--- src/hdl/jsu_pkg.sv ---
// types, constants and decode helpers shared by the string unescaper modules
package jsu_pkg;

	localparam int QDEPTH = 4;
	localparam int QPTR_W = $clog2(QDEPTH);
	localparam int QCNT_W = $clog2(QDEPTH + 1);

	localparam logic [7:0] CH_QUOTE = 8'h22;
	localparam logic [7:0] CH_BSLASH = 8'h5C;
	localparam logic [7:0] CH_NUL = 8'h00;
	localparam logic [7:0] CH_N = 8'h6E;
	localparam logic [7:0] CH_R = 8'h72;
	localparam logic [7:0] CH_T = 8'h74;
	localparam logic [7:0] CH_U = 8'h75;
	localparam logic [7:0] CH_LF = 8'h0A;
	localparam logic [7:0] CH_CR = 8'h0D;
	localparam logic [7:0] CH_TAB = 8'h09;

	localparam logic [7:0] UTF8_LEAD2 = 8'hC0;
	localparam logic [7:0] UTF8_CONT = 8'h80;
	localparam logic [7:0] UTF8_LEAD3 = 8'hE0;
	localparam logic [7:0] UTF8_MASK6 = 8'h3F;
	localparam logic [15:0] UTF8_ONE_LIM = 16'h0080;
	localparam logic [15:0] UTF8_TWO_LIM = 16'h0800;
	localparam logic [2:0] HEX_MAX = 3'd4;

	typedef enum logic [1:0] {
		MODE_AWAIT = 2'd0,
		MODE_TEXT  = 2'd1,
		MODE_ESC   = 2'd2,
		MODE_HEX   = 2'd3
	} mode_t;

	typedef struct packed {
		logic [7:0] data;
		logic       valid;
		logic       done;
		logic       bad;
	} res_t;

	// all results caused by one input item, cnt of them in use
	typedef struct packed {
		res_t [3:0] res;
		logic [2:0] cnt;
	} desc_t;

	typedef struct packed {
		logic       ok;
		logic [3:0] val;
	} hex_t;

	function automatic hex_t hex_of(input logic [7:0] b);
		hex_t h;
		h = '0;
		if (b >= 8'h30 && b <= 8'h39) begin
			h.ok = 1'b1;
			h.val = 4'(b - 8'h30);
		end else if (b >= 8'h61 && b <= 8'h66) begin
			h.ok = 1'b1;
			h.val = 4'(b - 8'h57);
		end else if (b >= 8'h41 && b <= 8'h46) begin
			h.ok = 1'b1;
			h.val = 4'(b - 8'h37);
		end
		return h;
	endfunction

	function automatic desc_t push_res(input desc_t d, input logic [7:0] data,
			input logic valid, input logic done, input logic bad);
		desc_t r;
		r = d;
		r.res[d.cnt[1:0]] = '{data: data, valid: valid, done: done, bad: bad};
		r.cnt = d.cnt + 3'd1;
		return r;
	endfunction

	function automatic desc_t push_utf8(input desc_t d, input logic [15:0] v);
		desc_t r;
		r = d;
		if (v < UTF8_ONE_LIM) begin
			r = push_res(r, v[7:0], 1'b1, 1'b0, 1'b0);
		end else if (v < UTF8_TWO_LIM) begin
			r = push_res(r, UTF8_LEAD2 | {3'b000, v[10:6]}, 1'b1, 1'b0, 1'b0);
			r = push_res(r, UTF8_CONT | (v[7:0] & UTF8_MASK6), 1'b1, 1'b0, 1'b0);
		end else begin
			r = push_res(r, UTF8_LEAD3 | {4'h0, v[15:12]}, 1'b1, 1'b0, 1'b0);
			r = push_res(r, UTF8_CONT | ({2'b00, v[11:6]} & UTF8_MASK6), 1'b1, 1'b0, 1'b0);
			r = push_res(r, UTF8_CONT | (v[7:0] & UTF8_MASK6), 1'b1, 1'b0, 1'b0);
		end
		return r;
	endfunction

	// plain string byte: end, start of escape, or literal
	function automatic desc_t push_text(input desc_t d, input logic [7:0] b);
		desc_t r;
		r = d;
		if (b == CH_NUL || b == CH_QUOTE) begin
			r = push_res(r, 8'h00, 1'b0, 1'b1, 1'b0);
		end else if (b != CH_BSLASH) begin
			r = push_res(r, b, 1'b1, 1'b0, 1'b0);
		end
		return r;
	endfunction

	function automatic mode_t text_mode(input logic [7:0] b);
		mode_t m;
		if (b == CH_NUL || b == CH_QUOTE) begin
			m = MODE_AWAIT;
		end else if (b == CH_BSLASH) begin
			m = MODE_ESC;
		end else begin
			m = MODE_TEXT;
		end
		return m;
	endfunction

endpackage

--- src/hdl/json_string_unescaper.sv ---
// top level of the json string unescaper: front end, burst queue, back end
// the results of a byte are written into the burst queue and offered from its head
// input: one byte per cycle while the queue is not full; results leave one per cycle
// while out_ready is high, and a byte gives up to four results, walked by the back end
// a four-entry burst queue lets input continue while results drain
// reset clears the escape state and empties the queue; no payload is cleared
module json_string_unescaper import jsu_pkg::*; (
	input  logic       clk,
	input  logic       arst_n,
	input  logic       in_valid,
	output logic       in_ready,
	input  logic [7:0] in_byte,
	output logic       out_valid,
	input  logic       out_ready,
	output logic [7:0] out_byte,
	output logic       byte_valid,
	output logic       string_done,
	output logic       malformed,
	output logic       last_of_item
);

	logic  q_full, q_empty, q_push, q_pop;
	desc_t q_desc, q_head;

	jsu_front u_front (
		.clk      (clk),
		.arst_n   (arst_n),
		.in_valid (in_valid),
		.in_ready (in_ready),
		.in_byte  (in_byte),
		.q_full   (q_full),
		.q_push   (q_push),
		.q_desc   (q_desc)
	);

	jsu_queue u_queue (
		.clk       (clk),
		.arst_n    (arst_n),
		.push      (q_push),
		.push_desc (q_desc),
		.pop       (q_pop),
		.full      (q_full),
		.empty     (q_empty),
		.head      (q_head)
	);

	jsu_back u_back (
		.clk          (clk),
		.arst_n       (arst_n),
		.head         (q_head),
		.q_empty      (q_empty),
		.q_pop        (q_pop),
		.out_valid    (out_valid),
		.out_ready    (out_ready),
		.out_byte     (out_byte),
		.byte_valid   (byte_valid),
		.string_done  (string_done),
		.malformed    (malformed),
		.last_of_item (last_of_item)
	);

`ifndef NO_ASSERTIONS
	a_no_overflow: assert property (@(posedge clk) disable iff (!arst_n)
		q_push |-> !q_full)
		else $error("burst pushed into full queue");

	a_burst_continues: assert property (@(posedge clk) disable iff (!arst_n)
		out_valid && out_ready && !last_of_item |=> out_valid)
		else $error("result burst broken off");

	a_malformed_ends: assert property (@(posedge clk) disable iff (!arst_n)
		out_valid && malformed |-> string_done && last_of_item && !byte_valid)
		else $error("malformed result not a lone end marker");

	a_head_nonempty: assert property (@(posedge clk) disable iff (!arst_n)
		out_valid |-> q_head.cnt != 3'd0 && q_head.cnt <= 3'd4)
		else $error("queued burst with bad count");
`endif

endmodule

--- src/hdl/jsu_front.sv ---
// front end: escape state machine, turns each input byte into a result burst
module jsu_front import jsu_pkg::*; (
	input  logic       clk,
	input  logic       arst_n,
	input  logic       in_valid,
	output logic       in_ready,
	input  logic [7:0] in_byte,
	input  logic       q_full,
	output logic       q_push,
	output desc_t      q_desc
);

	mode_t       mode_q, mode_d;
	logic [2:0]  hcnt_q, hcnt_d;
	logic [15:0] hval_q, hval_d;
	hex_t        hx;
	logic        accept;

	assign hx = hex_of(in_byte);
	assign in_ready = !q_full;
	assign accept = in_valid && !q_full;
	assign q_push = accept && (q_desc.cnt != 3'd0);

	// next state
	always_comb begin
		mode_d = mode_q;
		hcnt_d = hcnt_q;
		hval_d = hval_q;
		unique case (mode_q)
			MODE_AWAIT: begin
				if (in_byte == CH_QUOTE) mode_d = MODE_TEXT;
			end
			MODE_TEXT: begin
				mode_d = text_mode(in_byte);
			end
			MODE_ESC: begin
				if (in_byte == CH_NUL) begin
					mode_d = MODE_AWAIT;
				end else if (in_byte == CH_U) begin
					mode_d = MODE_HEX;
					hcnt_d = 3'd0;
					hval_d = 16'h0000;
				end else begin
					mode_d = MODE_TEXT;
				end
			end
			MODE_HEX: begin
				if (hx.ok && hcnt_q < HEX_MAX) begin
					hval_d = {hval_q[11:0], hx.val};
					hcnt_d = hcnt_q + 3'd1;
					if (hcnt_d >= HEX_MAX) begin
						hcnt_d = 3'd0;
						hval_d = 16'h0000;
						mode_d = MODE_TEXT;
					end
				end else begin
					hcnt_d = 3'd0;
					hval_d = 16'h0000;
					mode_d = text_mode(in_byte);
				end
			end
			default: mode_d = MODE_AWAIT;
		endcase
	end

	// outputs: results caused by this byte
	always_comb begin
		q_desc = '0;
		unique case (mode_q)
			MODE_AWAIT: begin
				if (in_byte != CH_QUOTE) q_desc = push_res(q_desc, 8'h00, 1'b0, 1'b1, 1'b1);
			end
			MODE_TEXT: begin
				q_desc = push_text(q_desc, in_byte);
			end
			MODE_ESC: begin
				case (in_byte)
					CH_NUL: q_desc = push_res(q_desc, 8'h00, 1'b0, 1'b1, 1'b0);
					CH_N:   q_desc = push_res(q_desc, CH_LF, 1'b1, 1'b0, 1'b0);
					CH_R:   q_desc = push_res(q_desc, CH_CR, 1'b1, 1'b0, 1'b0);
					CH_T:   q_desc = push_res(q_desc, CH_TAB, 1'b1, 1'b0, 1'b0);
					CH_U:   q_desc = '0;
					default: q_desc = push_res(q_desc, in_byte, 1'b1, 1'b0, 1'b0);
				endcase
			end
			MODE_HEX: begin
				if (hx.ok && hcnt_q < HEX_MAX) begin
					if (hcnt_q + 3'd1 >= HEX_MAX) begin
						q_desc = push_utf8(q_desc, {hval_q[11:0], hx.val});
					end
				end else begin
					// escape cut short: emit value, then treat byte as text
					q_desc = push_utf8(q_desc, hval_q);
					q_desc = push_text(q_desc, in_byte);
				end
			end
			default: q_desc = '0;
		endcase
	end

	always_ff @(posedge clk or negedge arst_n) begin
		if (!arst_n) begin
			mode_q <= MODE_AWAIT;
			hcnt_q <= 3'd0;
			hval_q <= 16'h0000;
		end else if (accept) begin
			mode_q <= mode_d;
			hcnt_q <= hcnt_d;
			hval_q <= hval_d;
		end
	end

endmodule

--- src/hdl/jsu_queue.sv ---
// short queue of result bursts between front and back end
module jsu_queue import jsu_pkg::*; (
	input  logic  clk,
	input  logic  arst_n,
	input  logic  push,
	input  desc_t push_desc,
	input  logic  pop,
	output logic  full,
	output logic  empty,
	output desc_t head
);

	desc_t             mem_q [QDEPTH];
	logic [QPTR_W-1:0] wptr_q, rptr_q;
	logic [QCNT_W-1:0] cnt_q;

	assign full = (cnt_q == QCNT_W'(QDEPTH));
	assign empty = (cnt_q == '0);
	assign head = mem_q[rptr_q];

	always_ff @(posedge clk) begin
		if (push) mem_q[wptr_q] <= push_desc;
	end

	always_ff @(posedge clk or negedge arst_n) begin
		if (!arst_n) begin
			wptr_q <= '0;
			rptr_q <= '0;
			cnt_q <= '0;
		end else begin
			if (push) wptr_q <= wptr_q + QPTR_W'(1);
			if (pop) rptr_q <= rptr_q + QPTR_W'(1);
			case ({push, pop})
				2'b10: cnt_q <= cnt_q + QCNT_W'(1);
				2'b01: cnt_q <= cnt_q - QCNT_W'(1);
				default: cnt_q <= cnt_q;
			endcase
		end
	end

endmodule

--- src/hdl/jsu_back.sv ---
// back end: walks the head burst and hands out one result item per cycle while out_ready is high
module jsu_back import jsu_pkg::*; (
	input  logic       clk,
	input  logic       arst_n,
	input  desc_t      head,
	input  logic       q_empty,
	output logic       q_pop,
	output logic       out_valid,
	input  logic       out_ready,
	output logic [7:0] out_byte,
	output logic       byte_valid,
	output logic       string_done,
	output logic       malformed,
	output logic       last_of_item
);

	logic [1:0] idx_q;
	res_t       cur;
	logic       fire;

	assign cur = head.res[idx_q];
	assign out_valid = !q_empty;
	assign out_byte = cur.data;
	assign byte_valid = cur.valid;
	assign string_done = cur.done;
	assign malformed = cur.bad;
	assign last_of_item = ({1'b0, idx_q} == head.cnt - 3'd1);
	assign fire = out_valid && out_ready;
	assign q_pop = fire && last_of_item;

	always_ff @(posedge clk or negedge arst_n) begin
		if (!arst_n) begin
			idx_q <= 2'd0;
		end else if (fire) begin
			idx_q <= last_of_item ? 2'd0 : idx_q + 2'd1;
		end
	end

endmodule
--- config.mk ---
export PLATFORM = sky130hd
export DESIGN_NAME = json_string_unescaper
export DESIGN_NICKNAME = d
export VERILOG_FILES = /design/src/hdl/jsu_pkg.sv /design/src/hdl/json_string_unescaper.sv /design/src/hdl/jsu_front.sv /design/src/hdl/jsu_queue.sv /design/src/hdl/jsu_back.sv
export SDC_FILE = /design/constraint.sdc
export NUM_CORES = 1
export LEC_CHECK = 0
export BUFFER_PORTS_ARGS = -buffer_cell sky130_fd_sc_hd__buf_2
export CAP_MARGIN = 15
export CELL_PAD_IN_SITES_DETAIL_PLACEMENT = 1
export CELL_PAD_IN_SITES_GLOBAL_PLACEMENT = 1
export CORE_MARGIN = 3
export CORE_UTILIZATION = 53
export DETAILED_ROUTE_END_ITERATION = 8
export PLACE_DENSITY = 0.87
export SETUP_SLACK_MARGIN = 0.4
export SLEW_MARGIN = 20
export SYNTH_ARGS = -nofsm -noshare
export SYNTH_HDL_FRONTEND = slang
export SYNTH_SLANG_ARGS = --single-unit
--- constraint.sdc ---
create_clock -name clk -period 4.5 [get_ports clk]
set_input_delay 0.9 -clock clk [delete_from_list [all_inputs] [get_ports clk]]
set_output_delay 0.9 -clock clk [all_outputs]
set_load 0.02 [all_outputs]
==> flow_summary.yaml, run 1 <==
setup_path:
  r2r-end: "u_queue.cnt_q[2]$_DFFE_PN0P_"
  cp.arrival_ns: 4.20
  crit_path_end_kind: "flip-flop"
  cp-start-kind: "flip-flop"
  required_ns: 4.93
  crit_type: "reg -> reg"
  rr_worst_depth: 13
  worstSetupEndpoint: "u_queue.cnt_q[2]$_DFFE_PN0P_"
  worstReg2RegStart: "u_queue.rptr_q[1]$_DFFE_PN0P_"
  r2r_slack_ns: 0.73
  cp_max_fo: 19
  startpoint: "u_queue.rptr_q[1]$_DFFE_PN0P_"
grt:
  antenna_found_initial: 0
  grt_pass1_vias: 6716
  grt_pass1_wl_mm: 42.4
  overflow: 0
  grt_max_degree: 45
  gr-usage-all-layers_pct: 28.5
placed_design:
  dp_cells: 877
  dp_hpwl_mm: 17.7
  place_congestion: 0.973
  io_buffers: 25
clocking:
  clk_transition_reported_paths_ns: 0.06
  cts.path.max_buffers: 3
  cts_hold_buf: 0
  cts_tree: "built"
  insertion_delay_ns: 0.51
  cts_setup_buffers: 0
  clockRootBuffer: "clkbuf_16"
  cts_sinks: 206
  ctsResizeCount: 0
  cts_made_buffers: 22
  htreeDepth: 1
timing:
  setup-violations-final: 0
  fmax_mhz: 265
  skew_ns: 0.0111
  fin_setup_tns_ns: 0
  post-route-period-util_pct: 83.8
  slew_violations: 0
  worstMarginPinSlew_ns: 0.891
  relSlewSlack_pct: 40.0
  hold_viol_final: 0
  period_minus_slack_ns: 3.77
  rsz0062_at_grt: "no"
die:
  core_area_sq_um: 17500
  start_util_pct: 54.9
  die_w_microns: 141
  dieArea_sq_um: 19800
  io_pins: 26
  die_y_microns: 141
  rows: 48
yosys:
  synth_compound_area_share_pct: 9.86
  syn_avg_cell_area_sq_um: 14.8
  ys_seq_elements: 206
  syn_inst: 651
  synth_top_cell_by_area: "edfxtp_1"
  synth-seq-area-share_pct: 62.7
  synthSimpleGateAreaFrac_pct: 9.01
  synthAdderAreaFrac_pct: 1.77
  synth_xor_area_share_pct: 1.18
  syn-num-nets: 676
  yosys_warnings: 0
  yosys.area.top_type_share_pct: 54.9
  synth_top_family_by_area: "multiplexers"
  syn_area_sq_um: 9630
  synth_edf_count: 176
  synthFlopType: "edfxtp_1"
  yosysMostFrequentCell: "edfxtp_1"
  synth_mux_area_share_pct: 12.9
  yosysUniqueCellTypes: 68
  synth_area_leaders: "edfxtp_1 (55%), mux4_2 (13%), dfrtp_1 (7.8%), o21ai_0 (1.8%), nand2_1 (1.6%)"
  ys_top_cells_by_count: "edfxtp_1 (176), mux4_2 (54), nand2_1 (41), nor2_1 (41), o21ai_0 (35)"
  synthArstFlopShare_pct: 14.6
detailed_routing:
  dr.pass1.iters: 8
  viasPerCell: 6.92
  vias: 6343
  drtIter0Drc: 758
  wl_mm: 27.6
  wl_per_cell_microns: 30.2
  route.detailed.drc: 0
  antenna_left: 0
cells_and_area:
  n_fill_cell: 1635
  stdcell_count: 917
  antennaDiodeCount: 0
  areaGrowthSynthToFinish_pct: 12.9
  drive_gt1_share_pct: 22.8
  nets: 701
  seqCellArea_sq_um: 6040
  multi_input_area_sq_um: 3350
pwr:
  comb_power_share_pct: 28.3
  powerDensity_nw_per_um2: 600
  p_int_mw: 4.55
  p_leak_nw: 3.76
  ir_drop_mv: 0.416
  p_sw_mw: 1.97
  switching_share_pct: 30.2
  clock_power_share_pct: 30.5
  power_frac_seq_pct: 41.2
run_status:
  status: "complete, no violations"
job:
  drv_cap: 0
min_path:
  min_path_type: "in -> async"
## power groups by stage
stage	clock network [mW]	logic (mW)	registers, mW
after global routing	2.09	1.98	2.71
after floorplan	0	1.38	2.58
after global placement	0	1.74	2.65
after detailed placement	0	1.82	2.71
after CTS	2.01	1.87	2.69
final	1.99	1.84	2.69
## stage by stage
step           hold slack, ns  worst slack, ns  instance area [sq um]  utilization (%)  power [mW]
2_1_floorplan           0.456            0.522                   9630                -        3.95
3_3_place_gp            0.474            0.713                  10100             57.4        4.40
3_5_place_dp            0.492            0.559                  10100             57.4        4.53
4_1_cts                 0.487            0.710                  10900             62.0        6.57
5_1_grt                 0.516            0.484                  10900             62.0        6.78
6_report                0.470            0.730                  10900             62.0        6.52
## worst min path at each step
stage | start | to | depth (start not counted)
after global placement | u_queue.cnt_q[2]$_DFFE_PN0P_ | u_queue.cnt_q[2]$_DFFE_PN0P_ | 1
final | arst_n | u_queue.cnt_q[2]$_DFFE_PN0P_ | 1
after CTS | arst_n | u_queue.wptr_q[0]$_DFFE_PN0P_ | 1
after floorplan | u_queue.cnt_q[2]$_DFFE_PN0P_ | u_queue.cnt_q[2]$_DFFE_PN0P_ | 1
after global routing | arst_n | u_queue.wptr_q[0]$_DFFE_PN0P_ | 1
after detailed placement | u_queue.cnt_q[2]$_DFFE_PN0P_ | u_queue.cnt_q[2]$_DFFE_PN0P_ | 1
## critical path, stage by stage (launching register included)
cell and delay, ns:
dfrtp_2 0.66, mux4_2 0.43, inv_1 0.10, ha_1 0.25, xnor2_1 0.15, nor3_2 0.45
inv_1 0.14, nor2_1 0.41, ha_1 0.28, inv_1 0.06, fa_1 0.37, xor2_1 0.15
nor2_1 0.11, xor2_1 0.15
## metal layers
layer	GRT usage (%)	wire length [microns]	share of wire (%)
met4	9.13	1040	3.8
met3	4.78	2140	7.8
met5	0	0	0
met2	48.2	13800	50
met1	38.1	10600	38
## final cells by class
type / instances / area share, %
multi-input combinational: 385 / 30.8
sequential: 206 / 55.6
tap: 225 / 2.59
clock buffer: 27 / 5.52
timing repair buffer: 47 / 3.13
clock inverter: 13 / 1.89
inverter: 14 / 0.484
## cell usage in the layout, fill, tap and decap left out, drive strengths merged, types with 3 or more instances in the layout
cell	Yosys	final
a211oi	4	4
a21o	4	4
a21oi	26	26
a22o	15	15
a22oi	9	9
a31oi	5	5
and2	15	15
and3	8	8
buf	19	47
bufinv	0	5
clkbuf	27	27
clkinv	0	7
dfrtp	30	30
edfxtp	176	176
ha	12	12
inv	14	15
mux4	54	54
nand2	42	42
nand2b	4	4
nand3	10	10
nand4b	3	3
nor2	43	43
nor3	20	20
nor4	5	5
o211ai	4	4
o21ai	38	38
o22ai	4	4
o2bb2ai	3	3
o31ai	4	4
or3	6	6
or4	3	3
xnor2	8	8
xor2	5	5
## logic make-up (layout without fill, tap and decap cells)
logic type / after synthesis / after routing
fa+ha+maj: 13 / 13
compound gates: 135 / 135
xor+xnor: 13 / 13
buf+inv: 60 / 101
mux: 56 / 56
flops: 206 / 206
simple gates: 168 / 168
## registers in the layout, indices dropped and copies added (netlist names)
signal,count
u_queue.wptr_q,2
u_front.hcnt_q,3
u_queue.rptr_q,2
u_back.idx_q,2
u_queue.cnt_q,3
u_front.hval_q,16
u_front.mode_q,2
u_queue.mem_q,176
Power figures use the tool's default switching activity.
==> run 2: changes to the inputs <==
--- a/config.mk
+++ b/config.mk
@@ -5,12 +5,13 @@
 export SDC_FILE = /design/constraint.sdc
 export NUM_CORES = 1
 export LEC_CHECK = 0
+export ABC_AREA = 1
 export BUFFER_PORTS_ARGS = -buffer_cell sky130_fd_sc_hd__buf_2
 export CAP_MARGIN = 15
 export CELL_PAD_IN_SITES_DETAIL_PLACEMENT = 1
 export CELL_PAD_IN_SITES_GLOBAL_PLACEMENT = 1
 export CORE_MARGIN = 3
-export CORE_UTILIZATION = 53
+export CORE_UTILIZATION = 50
 export DETAILED_ROUTE_END_ITERATION = 8
 export PLACE_DENSITY = 0.87
 export SETUP_SLACK_MARGIN = 0.4
==> constraint.sdc (replaced) <==
create_clock -name clk -period 3.65 [get_ports clk]
set_input_delay 0.73 -clock clk [delete_from_list [all_inputs] [get_ports clk]]
set_output_delay 0.73 -clock clk [all_outputs]
set_load 0.02 [all_outputs]
==> run 2 against run 1 <==
Compared with the run above: worst setup slack got worse by 0.27 ns; final cell count grew 37%; utilization decreased by 4.3 points; critical endpoint is now out_byte[4]; largest power group unchanged.
==> flow_summary.yaml, run 2 <==
clocking:
  htreeDepth: 1
  clk_transition_reported_paths_ns: 0.06
  insertion_delay_ns: 0.52
  cts_made_buffers: 22
  cts_tree: "built"
  cts_setup_buffers: 0
  cts.path.max_buffers: 3
  clockRootBuffer: "clkbuf_16"
  cts_sinks: 206
grt:
  antenna_found_initial: 1
  grt_max_degree: 45
  grt_pass1_wl_mm: 47.9
  gr-usage-all-layers_pct: 28.7
  grt_pass1_vias: 8323
  overflow: 0
yosys:
  syn_area_sq_um: 9770
  syn-num-nets: 972
  synthFlopType: "edfxtp_1"
  yosysUniqueCellTypes: 41
  synthArstFlopShare_pct: 14.6
  synth-seq-area-share_pct: 61.8
  synth_edf_count: 176
  yosys.area.top_type_share_pct: 54.1
  ys_seq_elements: 206
  synth_area_leaders: "edfxtp_1 (54%), dfrtp_1 (7.7%), o21ai_0 (6.0%), nor2_1 (5.6%), nand2_1 (4.6%)"
  ys_top_cells_by_count: "edfxtp_1 (176), nor2_1 (147), nand2_1 (121)"
  synth_top_cell_by_area: "edfxtp_1"
  syn_inst: 947
  syn_avg_cell_area_sq_um: 10.3
  yosys_warnings: 0
  yosysMostFrequentCell: "edfxtp_1"
cells_and_area:
  final_area_sq_um: 10900
  fin_util_pct: 57.7
  layout_common_cells: "edfxtp_1 (176), nor2_1 (142), nand2_1 (121)"
  largestRegisters: "u_queue.mem_q (176), u_front.hval_q (16)"
  largest_register_ffs: 176
  regMostFlops: "u_queue.mem_q"
  mostFrequentLayoutCell: "edfxtp_1"
  antennaDiodeCount: 0
  areaGrowthSynthToFinish_pct: 11.9
  stdcell_count: 1252
  nets: 1003
  drive_gt1_share_pct: 12.9
timing:
  holdWs_ns: 0.273
  fin_setup_tns_ns: 0
  skew_ns: 0.0293
  relSlewSlack_pct: 50.4
  post-route-period-util_pct: 87.5
  rsz0062_at_grt: "yes"
  period_minus_slack_ns: 3.19
  worstMarginPinSlew_ns: 0.741
  setup-violations-final: 0
  slew_violations: 0
  hold_viol_final: 0
  fmax_mhz: 313
pwr:
  powerDensity_nw_per_um2: 792
  p_int_mw: 5.21
  p_leak_nw: 4.18
  ir_drop_mv: 0.412
  p_sw_mw: 3.44
  comb_power_share_pct: 37.6
  clock_power_share_pct: 23.2
  power_frac_seq_pct: 39.2
  switching_share_pct: 39.8
setup_path:
  path_cells: "inv_2 > nor2_1 > buf_4 > nand2_1 > nand3_1 > buf_2"
  cp.arrival_ns: 2.46
  crit_path_end_kind: "output pin"
  cp_slowest_cell: "nor2_1"
  cp_max_fo: 7
  startpoint: "u_back.idx_q[0]$_DFFE_PN0P_"
  cpPeakStageDelay_ns: 0.59
  worstReg2RegStart: "u_queue.rptr_q[1]$_DFFE_PN0P_"
  crit_type: "reg -> out"
  cp-start-kind: "flip-flop"
  r2r_slack_ns: 0.57
  required_ns: 2.92
die:
  start_util_pct: 51.6
  die_y_microns: 146
  die_w_microns: 146
  dieArea_sq_um: 21300
  core_area_sq_um: 19000
  io_pins: 26
  rows: 50
detailed_routing:
  viasPerCell: 6.21
  dr.pass1.iters: 5
  antenna_left: 0
  route.detailed.drc: 0
  vias: 7776
  wl_mm: 30.6
  wl_per_cell_microns: 24.5
  drtIter0Drc: 697
job:
  drv_cap: 0
placed_design:
  placed_area_sq_um: 10300
  dp_hpwl_mm: 20.5
  place_congestion: 1.00
  io_buffers: 25
  dp_cells: 1214
min_path:
  min_path_type: "in -> async"
run_status:
  status: "complete, no violations"
[run 2: what timing repair did]
| action | CTS | global route |
|---|---|---|
| resized for setup | 0 | 1 |
| hold buffers | 0 | 0 |
| endpoints found under the setup margin | 0 | 6 |
[run 2: per-layer routing]
metal  wire, microns  global-route usage, %  vias up
li1                -                      -     3424
met1           12000                   36.5     3915
met2           15400                   50.2      346
met3            2300                   5.08       89
met4             956                   8.64        2
met5              13                      0        -
[run 2: per-stage QoR]
stage | power (mW) | worst slack (ns)
6_report | 8.66 | 0.458
5_1_grt | 9.12 | 0.369
4_1_cts | 8.67 | 0.441
3_5_place_dp | 6.63 | 0.195
3_3_place_gp | 6.41 | 0.271
2_1_floorplan | 5.40 | 0.128
[run 2: power by group through the flow]
stage,clock network (mW),registers (mW),logic [mW]
after floorplan,0,3.33,2.06
after detailed placement,0,3.43,3.20
after global placement,0,3.38,3.03
after CTS,2.03,3.39,3.25
final,2.01,3.39,3.26
after global routing,2.13,3.43,3.55
[run 2: critical path, delay by kind of cell (launching register included)]
family | cells | cell delay, ns
flops | 1 | 0.57
simple gates | 3 | 0.79
buf+inv | 3 | 0.60
[run 2: final timing paths]
path,to,cells after the start
worst min-delay path,u_front.hval_q[11]$_DFFE_PN0P_,1
min in group clk,u_queue.cnt_q[0]$_DFFE_PN0P_,1
worst min register to register,u_queue.cnt_q[0]$_DFFE_PN0P_,1
worst max register to register,u_queue.cnt_q[2]$_DFFE_PN0P_,15
max in group asynchronous,u_queue.rptr_q[0]$_DFFE_PN0P_,1
worst max-delay path,out_byte[4],6
[run 2: cell type report]
| type | count | area, sq um |
|---|---|---|
| clock buffer | 27 | 569 |
| clock inverter | 11 | 63.8 |
| fill | 2095 | 8020 |
| inverter | 88 | 333 |
| multi-input combinational | 613 | 3260 |
| sequential | 206 | 6040 |
| tap | 260 | 325 |
| timing repair buffer | 47 | 344 |
[run 2: cell families after synthesis]
kind of cell	count (synthesis)	synth area share, %
xor+xnor	7	0.627
simple gates	353	16.0
flops	206	61.8
fa+ha+maj	13	1.74
buf+inv	128	5.22
compound gates	239	14.6
mux	1	0.102
==> run 3: changes to the inputs <==
--- a/config.mk
+++ b/config.mk
@@ -11,9 +11,9 @@
 export CELL_PAD_IN_SITES_DETAIL_PLACEMENT = 1
 export CELL_PAD_IN_SITES_GLOBAL_PLACEMENT = 1
 export CORE_MARGIN = 3
-export CORE_UTILIZATION = 50
+export CORE_UTILIZATION = 46
 export DETAILED_ROUTE_END_ITERATION = 8
-export PLACE_DENSITY = 0.87
+export PLACE_DENSITY = 0.81
 export SETUP_SLACK_MARGIN = 0.4
 export SLEW_MARGIN = 20
 export SYNTH_ARGS = -nofsm -noshare
==> run 3 against run 2 <==
Compared with the run above: via count decreased by 1.5%; critical path depth stayed put; clock skew down 0.00071 ns; design area rose by 2.5%.
==> flow_summary.yaml, run 3 (same netlist as run 2, synthesis figures left out) <==
clocking:
  cts_tree: "built"
  htreeDepth: 1
  cts.path.max_buffers: 3
  clockRootBuffer: "clkbuf_16"
  cts_sinks: 206
  clk_transition_reported_paths_ns: 0.07
  cts_made_buffers: 22
  insertion_delay_ns: 0.52
  cts_hold_buf: 0
cells_and_area:
  areaGrowthSynthToFinish_pct: 14.7
  layout_common_cells: "edfxtp_1 (176), nor2_1 (142), nand2_1 (120)"
  mostFrequentLayoutCell: "edfxtp_1"
  n_fill_cell: 2236
  largest_register_ffs: 176
  regMostFlops: "u_queue.mem_q"
  largestRegisters: "u_queue.mem_q (176), u_front.hval_q (16)"
  drive_gt1_share_pct: 14.4
  nets: 1014
  antennaDiodeCount: 0
setup_path:
  critical_path_buf_inv_count: 2
  r2r_slack_ns: 0.56
  rr_worst_depth: 16
  path_cells: "buf_4 > o21ai_0 > o22ai_1 > o211ai_1 > nand3_1 > buf_2"
  r2r-end: "u_queue.cnt_q[2]$_DFFE_PN0P_"
  required_ns: 2.92
  worstReg2RegStart: "u_front.hcnt_q[0]$_DFFE_PN0P_"
  cp_max_fo: 42
  worstSetupEndpoint: "out_byte[1]"
  cpPeakStageDelay_ns: 0.44
  crit_type: "reg -> out"
  cp-start-kind: "flip-flop"
  cp.arrival_ns: 2.38
  cp_slowest_cell: "buf_4"
  startpoint: "u_queue.rptr_q[1]$_DFFE_PN0P_"
  crit_path_end_kind: "output pin"
  cp_top_family: "compound AO/OA/AOI/OAI gates"
  worstSetupPathDepth: 6
pwr:
  powerDensity_nw_per_um2: 807
  p_leak_nw: 4.31
  ir_drop_mv: 0.432
die:
  core_area_sq_um: 20600
  start_util_pct: 47.5
  dieArea_sq_um: 23000
  io_pins: 26
  rows: 52
  die_w_microns: 152
  die_y_microns: 152
detailed_routing:
  wl_per_cell_microns: 23.7
  antenna_left: 0
  viasPerCell: 6.01
  wl_mm: 30.3
  vias: 7661
  dr.pass1.iters: 5
  route.detailed.drc: 0
  drtIter0Drc: 701
timing:
  hold_viol_final: 0
  fmax_mhz: 321
  fin_setup_tns_ns: 0
  period_minus_slack_ns: 3.11
  setup-violations-final: 0
  post-route-period-util_pct: 85.3
  slew_violations: 0
  skew_ns: 0.0286
  holdWs_ns: 0.256
  rsz0062_at_grt: "no"
  worstMarginPinSlew_ns: 0.722
  relSlewSlack_pct: 51.9
placed_design:
  place_congestion: 0.985
  dp_hpwl_mm: 20.0
  io_buffers: 25
grt:
  grt_pass1_vias: 7830
  grt_pass1_wl_mm: 46.3
  overflow: 0
  grt_max_degree: 49
  gr-usage-all-layers_pct: 26.6
  antenna_found_initial: 0
min_path:
  min_path_type: "in -> async"
job:
  drv_cap: 0
run_status:
  status: "complete, no violations"
[run 3: cell types whose count changed in the layout (fill, tap and decap cells not counted), sizes merged]
cell,previous run,this run
buf,47,58
bufinv,0,5
clkinv,10,7
clkbuf,27,26
inv,88,89
[run 3: worst min path at each step]
stage | cells after the start | endpoint | slack, ns | from
detailed placement | 1 | u_queue.cnt_q[0]$_DFFE_PN0P_ | 0.47 | u_queue.cnt_q[0]$_DFFE_PN0P_
global route | 1 | u_front.hval_q[1]$_DFFE_PN0P_ | 0.30 | arst_n
global placement | 1 | u_queue.cnt_q[0]$_DFFE_PN0P_ | 0.46 | u_queue.cnt_q[0]$_DFFE_PN0P_
floorplan | 0 | u_back.idx_q[0]$_DFFE_PN0P_ | 0.43 | arst_n
finish | 1 | u_front.hval_q[1]$_DFFE_PN0P_ | 0.26 | arst_n
CTS | 1 | u_front.hval_q[1]$_DFFE_PN0P_ | 0.27 | arst_n
[run 3: worst reg2reg max path, stage by stage (launching register included)]
cell and delay, ns:
dfrtp_1 0.39, ha_1 0.27, inv_1 0.13, nand2_1 0.08, nand2_2 0.13, inv_1 0.12, nand2_1 0.11, nand3_1 0.13
nand3_1 0.18, nand3_2 0.17, o21bai_4 0.18, ha_1 0.16, inv_1 0.07, fa_1 0.39, a21oi_1 0.16, o21ai_0 0.14
xor2_1 0.16
[run 3: cell type report]
class | instances | area, sq um | area share (%)
Clock inverter | 14 | 214 | 1.91
Tap cell | 270 | 338 | 3.01
Clock buffer | 26 | 566 | 5.05
Sequential cell | 206 | 6040 | 53.9
Multi-Input combinational cell | 613 | 3260 | 29.1
Inverter | 88 | 333 | 2.97
Timing Repair Buffer | 58 | 459 | 4.10
[run 3: metrics by stage]
step / instance area, sq um / utilization (%) / std cells / total power, mW / setup WS, ns
after floorplan: 9790 / - / 947 / 5.40 / 0.128
after global placement: 10300 / 50.2 / 1226 / 6.44 / 0.275
after detailed placement: 10300 / 50.2 / 1226 / 6.62 / 0.113
after CTS: 11100 / 54.0 / 1266 / 9.07 / 0.449
after global routing: 11200 / 54.5 / 1275 / 9.54 / 0.312
final: 11200 / 54.5 / 1275 / 9.04 / 0.537
[run 3: where the power goes]
part           internal (mW)  switching (mW)
Sequential              3.17           0.199
Clock                   1.47           0.929
Combinational          0.952            2.32
Total                   5.60            3.45
[run 3: layer usage]
| layer | GRT usage [%] | share of wire (%) |
|---|---|---|
| met2 | 44.4 | 49 |
| met5 | 0 | 0 |
| met4 | 7.41 | 2.5 |
| met3 | 5.00 | 8.6 |
| met1 | 35.7 | 39 |
[run 3: repair_timing]
action | 4_1_cts | 5_1_grt
setup endpoints to repair | 1 | 4
pin swaps | 0 | 3
setup buffers | 0 | 9
gates resized for setup | 1 | 3
